===== config.mk =====
export PLATFORM = sky130hd
export DESIGN_NAME = dmc_addr_split
export DESIGN_NICKNAME = d
export VERILOG_FILES = /design/src/rtl/dmc_pkg.sv /design/src/rtl/dmc_addr_split.sv
export SDC_FILE = /design/constraint.sdc
export NUM_CORES = 1
export LEC_CHECK = 0
export BUFFER_PORTS_ARGS = -buffer_cell sky130_fd_sc_hd__buf_2
export CAP_MARGIN = 5
export CORE_AREA = 2 2 86 88
export CTS_CLUSTER_SIZE = 20
export DETAILED_ROUTE_END_ITERATION = 7
export DIE_AREA = 0 0 88 90
export HOLD_SLACK_MARGIN = 0.12
export PLACE_DENSITY = 0.74
export SETUP_SLACK_MARGIN = 0.05
export SYNTH_ARGS = -nofsm -noshare
export SYNTH_HDL_FRONTEND = slang
export SYNTH_SLANG_ARGS = --single-unit

===== constraint.sdc =====
create_clock -name clk -period 4.1 [get_ports clk]
set_input_delay 0 -clock clk [delete_from_list [all_inputs] [get_ports clk]]
set_output_delay 0 -clock clk [all_outputs]
set_load 0.01 [all_outputs]

===== src/rtl/dmc_pkg.sv =====
// shared types, register map and constants for the direct-mapped cache timing model
// no dependencies; used by dmc_addr_split and direct_mapped_cache_timing_model

package dmc_pkg;

  // sizing
  localparam int MAX_SETS_DEFAULT = 256;
  localparam int TAG_W            = 30;
  localparam int PEN_W            = 18;
  localparam int CNT_W            = 32;
  localparam int ADDR_W           = 32;
  localparam int IDX_W            = 15;   // widest set index before reduction
  localparam int APB_AW           = 5;
  localparam int APB_DW           = 32;

  // write policy codes (code 3 behaves as write-back)
  localparam logic [1:0] POL_WT_NOALLOC = 2'd0;
  localparam logic [1:0] POL_WT_ALLOC   = 2'd1;
  localparam logic [1:0] POL_WRITE_BACK = 2'd2;

  // register indexes (byte address / 4)
  localparam logic [2:0] REG_WRITE_POLICY = 3'd0;
  localparam logic [2:0] REG_SET_BITS     = 3'd1;
  localparam logic [2:0] REG_BLOCK_BITS   = 3'd2;
  localparam logic [2:0] REG_MISS_SETUP   = 3'd3;
  localparam logic [2:0] REG_MISS_BURST   = 3'd4;

  // register reset values
  localparam logic [1:0]  RST_WRITE_POLICY = POL_WRITE_BACK;
  localparam logic [3:0]  RST_SET_BITS     = 4'd8;
  localparam logic [2:0]  RST_BLOCK_BITS   = 3'd2;
  localparam logic [15:0] RST_MISS_SETUP   = 16'd10;
  localparam logic [15:0] RST_MISS_BURST   = 16'd16;

  // request kinds
  localparam logic REQ_READ  = 1'b0;
  localparam logic REQ_WRITE = 1'b1;

  typedef struct packed {
    logic             valid;
    logic             dirty;
    logic [TAG_W-1:0] tag;
  } line_t;

  typedef enum logic [2:0] {
    ST_CLEAR,
    ST_IDLE,
    ST_SPLIT,
    ST_REDUCE,
    ST_READ,
    ST_UPDATE
  } state_t;

  // index width for a store of n sets, at least one bit
  function automatic int set_width(input int n);
    return (n > 1) ? $clog2(n) : 1;
  endfunction

endpackage


===== src/rtl/dmc_addr_split.sv =====
// splits a byte address into tag and set index, reducing the index modulo the set count
// depends on dmc_pkg; three register stages, reduction by reciprocal multiply

module dmc_addr_split #(
  parameter int MAX_SETS = dmc_pkg::MAX_SETS_DEFAULT
) (
  input  logic                                        clk,
  input  logic                                        load,
  input  logic [dmc_pkg::ADDR_W-1:0]                  byte_address,
  input  logic [3:0]                                  set_index_bits,
  input  logic [2:0]                                  block_word_bits,
  output logic [dmc_pkg::set_width(MAX_SETS)-1:0]     set_index,
  output logic [dmc_pkg::TAG_W-1:0]                   tag
);

  localparam int SET_W = dmc_pkg::set_width(MAX_SETS);
  localparam logic [32:0] RECIP = 33'((64'd1 << 32) / MAX_SETS);

  logic [dmc_pkg::TAG_W-1:0] word;
  logic [dmc_pkg::TAG_W-1:0] blk;
  logic [dmc_pkg::IDX_W-1:0] idx_mask;
  logic [4:0]                tag_lsb;
  logic [dmc_pkg::IDX_W-1:0] idx;
  logic [dmc_pkg::IDX_W-1:0] quot;
  logic [47:0]               prod;
  logic [31:0]               quot_mul;
  logic [31:0]               rem_raw;
  logic [31:0]               rem;

  // stage one: shifts and mask
  always_comb begin
    word     = byte_address[dmc_pkg::ADDR_W-1:2];
    blk      = word >> block_word_bits;
    idx_mask = ~({dmc_pkg::IDX_W{1'b1}} << set_index_bits);
    tag_lsb  = {2'b00, block_word_bits} + {1'b0, set_index_bits};
  end

  always_ff @(posedge clk) begin
    if (load) begin
      idx <= blk[dmc_pkg::IDX_W-1:0] & idx_mask;
      tag <= word >> tag_lsb;
    end
  end

  // stage two: quotient estimate, low by at most one
  assign prod = 48'(idx) * 48'(RECIP);

  always_ff @(posedge clk) begin
    quot <= prod[46:32];
  end

  // stage three: remainder with one correction step
  always_comb begin
    quot_mul = 32'(quot) * 32'(MAX_SETS);
    rem_raw  = 32'(idx) - quot_mul;
    rem      = (rem_raw >= 32'(MAX_SETS)) ? rem_raw - 32'(MAX_SETS) : rem_raw;
  end

  always_ff @(posedge clk) begin
    set_index <= rem[SET_W-1:0];
  end

endmodule


# Word level (Yosys, flattened, before mapping)

Index checks and enable logic that the tools add are counted.

Output and inout port bits: 38
Input port bits: 41
Register bits after elaboration: 60

Add/subtract/negate cells: 3
Order comparisons: 1
Muxes and demuxes: 1
Shift-type cells: 3
Bitwise logic cells: 2

Operators by type and width:

| operator                                                                | count |
|---|---|
| 32-bit by 9-bit >= comparator with 1-bit output (second input constant) | 1 |
| 30-bit by 3-bit right shift with 15-bit output                          | 1 |
| 30-bit by 5-bit right shift with 30-bit output                          | 1 |
| 15-bit by 15-bit subtractor with 16-bit output                          | 1 |
| 15-bit bitwise AND                                                      | 1 |
| 15-bit inverter                                                         | 1 |
| 15-bit by 4-bit << shifter with 15-bit output (first input constant)    | 1 |
| 8-bit 2-to-1 mux                                                        | 1 |
| 8-bit by 1-bit subtractor with 8-bit output (second input constant)     | 1 |
| 3-bit by 4-bit adder with 5-bit output                                  | 1 |

# Depth between registers and ports, before layout

Word-level depth: 3
Depth in mapped cells: 10

# Worst setup path after synthesis

No wires, ideal clock.

Path type: input port to flip-flop
From: input port block_word_bits[1]
To: register tag[6] in the netlist's numbering (data pin)
Path buffers: 2
Path slack: 1.813 ns
Setup time: 0.261 ns
Stages: 9
Arrival time: 2.026 ns
Required time: 3.839 ns
Cell sequence: clkinv_1 -> fa_1 -> buf_2 -> buf_2 -> mux2i_1 -> mux2i_1 -> mux4_2 -> nand2_1 -> o21ai_0

Cells in the longest elaborated chain, start to end: 2

RTL lines:

| element                                        | RTL line             | source |
|---|---|---|
| start: declaration                             | dmc_addr_split.sv:11 | `input logic [2:0] block_word_bits,` |
| 3-bit by 4-bit adder with 5-bit output         | dmc_addr_split.sv:35 | `tag_lsb = {2'b00, block_word_bits} + {1'b0, set_index_bits};` |
| 30-bit by 5-bit right shift with 30-bit output | dmc_addr_split.sv:41 | `tag <= word >> tag_lsb;` |
| end signal: assignment                         | dmc_addr_split.sv:41 |  |
| end: declaration                               | dmc_addr_split.sv:13 | `output logic [dmc_pkg::TAG_W-1:0] tag` |

Every way passes these cells.
A chain may end at the register's enable or synchronous reset.

# Final worst setup path

From: input port set_index_bits[0]
To: register tag[6] in the netlist's numbering (data pin)

Cells in the longest elaborated chain, start to end: 2

RTL lines:

| element                                        | RTL line             | source |
|---|---|---|
| start: declaration                             | dmc_addr_split.sv:10 | `input logic [3:0] set_index_bits,` |
| 3-bit by 4-bit adder with 5-bit output         | dmc_addr_split.sv:35 |  |
| 30-bit by 5-bit right shift with 30-bit output | dmc_addr_split.sv:41 |  |

Every way passes these cells.

==> summary.md <==
| Metric | Value |
|---|---|
| Status | finished clean |
| Max_cap viols | 0 |
| RSZ-0062 raised after global routing | no |
| Residual DRC | 0 |
| Clock Skew | 3.34 ps |
| Post-synthesis sequential area ratio | 38.2% |
| Die area | 0.00792 sq mm |
| Initial antenna violation count | 0 |
| Syn_area_per_cell | between 10 and 15 sq um |
| Synth Warn # | 0 |
| Slew Viols, Final | 0 |
| Hold WS | roughly 130 ps |
| Total GRT Usage | 22.1% |
| Die Y | 90 um |
| Met3 wire length | 632 um |
| Post-CTS Setup Bufs | 0 |
| Total grt overflow | 0 |
| Crit path kind | in -> reg |
| Post-Syn Area | 0.00341 sq mm |
| Synth cell types | 45 |
| Cell Count, Final, Fillers Out | 484 |
| Core Region | 0.00702 sq mm |
| Fillers | 627 |
| Drt via density | 6.02 |
| 1st-iter DRT viols | 313 |
| Seq. cell area | 0.00130 sq mm |
| Buffers on Ports | 76 |
| Drt total wl | 8340 um |
| Peak supply drop | 0.000132 V |
| P_leak | ~1.6 nW |
| Max Used Layer | met4 |
| # diodes | 0 |
| Power, Total | 1.51 mW |
| Fin crit share | 79.7% |
| Pin count of the biggest net entering global routing | 39 |
| Final HPWL DP | 6230 um |
| Clk Latency, worst-skew pair | 300 ps |
| DIE WIDTH | 88 um |
| M1 WL | 3640 um |
| Share of cells above drive strength 1 | 34.3% |
| CTS tree | done |
| Rows | 31 |
| Vias in the first global route | approximately 2700 |
| Worst hold stages | 3 |
| FF+latch count, synth | 46 |
| WP data arrival | between 3000 and 4000 ps |
| PwrDens | 381 mW/mm^2 |
| Tightest Pin Transition | between 800 and 900 ps |
| Io pins | between 70 and 80 |
| Share of the synthesized area in the top cell type | 33.5% |
| DR WL met2 | roughly 3800 um |
| Initial Util | 48.5% |
| Cells after Synth | approximately 310 |
| Slew HR | 40.3% |
| First-pass GRT wire length | about 14000 um |
| Worst-path maximum fanout | 19 |
| Final setup vio count | 0 |
| Post-synth net total | 359 |
| Synth top area cells | edfxtp_1 33%, mux4_2 19%, mux2i_1 8.5% |
| Multi-input logic area | 0.00196 sq mm |
| Placed insts | around 470 |
| CP Capture Type | flop |
| Pre-CTS setup slack | around 850 ps |
| R2R depth | 0 |
| Wirelength per Cell | 17.2 um |
| Global placement routability congestion | 0.938 |
| Clk pin slew, worst setup/hold paths | 80 ps |
| Worst endpoint required time | 4140 ps |
| Clock Path Buffers | 2 |
| H-tree depth | 2 |
| Final net count | approximately 430 |
| Startpoint Class | primary input |
| Final min period | 3270 ps |
| Setup TNS | 0 ps |
| Clock Tree Root | clkbuf_8 |
| Antenna-violating nets left | 0 |
| Max Freq | 0.306 GHz |
| Synth area leader | edfxtp_1 |
| Clk sinks | 46 |
| CTS resizes | 0 |
| Hold Crit Class | in -> reg |
| CTS Buf Count | 5 |
| DR vias | slightly below 3000 |
| Endpoints failing hold | 0 |
| Cts hold-fix bufs | 2 |
| Area Overhead vs Synth | 16.1% |
| DR pass1 iterations | 5 |
| PnR worst setup slack | 831 ps |
metal layers:
layer	up-vias	GRT usage, %
li1	1349	-
met1	1382	32.7
met2	160	32.9
met3	22	3.03
met4	0	8.21
met5	-	0
cells by family after synthesis:
group                      Yosys count  share of synthesized area, %
adders and majority gates            4                          1.69
DFF                                 46                          38.2
buffers and inverters               30                          4.48
AOI/OAI and AO/OA                   73                          13.4
and+or+nand+nor                     95                          12.4
xor gates and xnor gates             2                         0.514
muxes                               64                          29.3
metrics by stage:
step | cell area (sq um) | util (%)
after floorplan | 3410 | -
after global placement | 3850 | 54.9
after detailed placement | 3850 | 54.9
after CTS | 3960 | 56.4
after global routing | 3960 | 56.4
final | 3960 | 56.4
power breakdown:
| group | switching (mW) | total [mW] | internal, mW |
|---|---|---|---|
| logic | 0.361 | 0.633 | 0.272 |
| clock network | 0.150 | 0.268 | 0.118 |
| registers | 0.0129 | 0.608 | 0.595 |
| total | 0.524 | 1.51 | 0.985 |
cells in the final DEF (no fill, tap or decap), drive strengths merged, types with 2 or more instances in the layout:
master / synthesis / layout
mux4: 28 / 28
o22ai: 3 / 3
inv: 4 / 4
mux2i: 29 / 29
and2: 8 / 8
nor3: 6 / 6
a31oi: 3 / 3
nor2: 28 / 28
mux2: 7 / 7
dlygate4sd3: 0 / 2
edfxtp: 38 / 38
a21oi: 32 / 32
o31ai: 2 / 2
buf: 17 / 84
clkinv: 3 / 5
a221oi: 6 / 6
a211oi: 9 / 9
nand2: 40 / 40
o21ai: 11 / 11
dfxtp: 8 / 8
clkbuf: 6 / 6
nand3: 3 / 3
nor2b: 2 / 2
o21a: 2 / 2
ha: 3 / 3
and3: 5 / 5
cell type report:
| class | count | share of cell area [%] |
|---|---|---|
| clock buffers | 6 | 1.83 |
| flip-flops and latches | 46 | 32.9 |
| repair buffers | 86 | 11.6 |
| inverters | 7 | 0.664 |
| clock inverters | 2 | 0.253 |
| well taps | 99 | 3.13 |
| multi-input cells | 238 | 49.6 |
cells in the mapped netlist, drive strengths merged:
library cell and number:
o22ai 3, nand3 3, mux2i 29, xor2 1
or3 1, edfxtp 38, xnor2 1, a31oi 3
dfxtp 8, mux4 28, a211oi 9, o31ai 2
and3 5, fa 1, nor3 6, nand4 1
o211ai 1, a221oi 6, a311oi 1, and2 8
o21ai 11, mux2 7, clkinv 3, a21oi 32
nor2 28, inv 4, a21o 1, nor2b 2
a2bb2oi 1, nand2 40, a2111oi 1, o21a 2
nand3b 1, ha 3, clkbuf 6, buf 17
registers in the layout, indices dropped and copies added, names as in the netlist:
| register | count |
|---|---|
| set_index | 8 |
| idx | 8 |
| tag | 30 |
critical path: stages:
cell,delay (ps)
dlygate4sd3_1,540
buf_2,150
ha_1,170
inv_1,60
fa_1,1070
mux2i_1,360
mux2i_1,260
mux4_2,500
nand2_1,80
o21ai_0,120
path summary, 6_finish.rpt:
| path | start | end | slack [ps] |
|---|---|---|---|
| setup / recovery | set_index_bits[0] | tag[6]$_DFFE_PP_ | 830 |
| hold / removal | block_word_bits[2] | idx[7]$_DFFE_PP_ | 130 |
| setup reg to reg | idx[1]$_DFFE_PP_ | set_index[1]$_DFF_P_ | 3610 |
| hold reg to reg | idx[6]$_DFFE_PP_ | set_index[6]$_DFF_P_ | 340 |
Note: power is estimated with default switching activity, not from simulation.
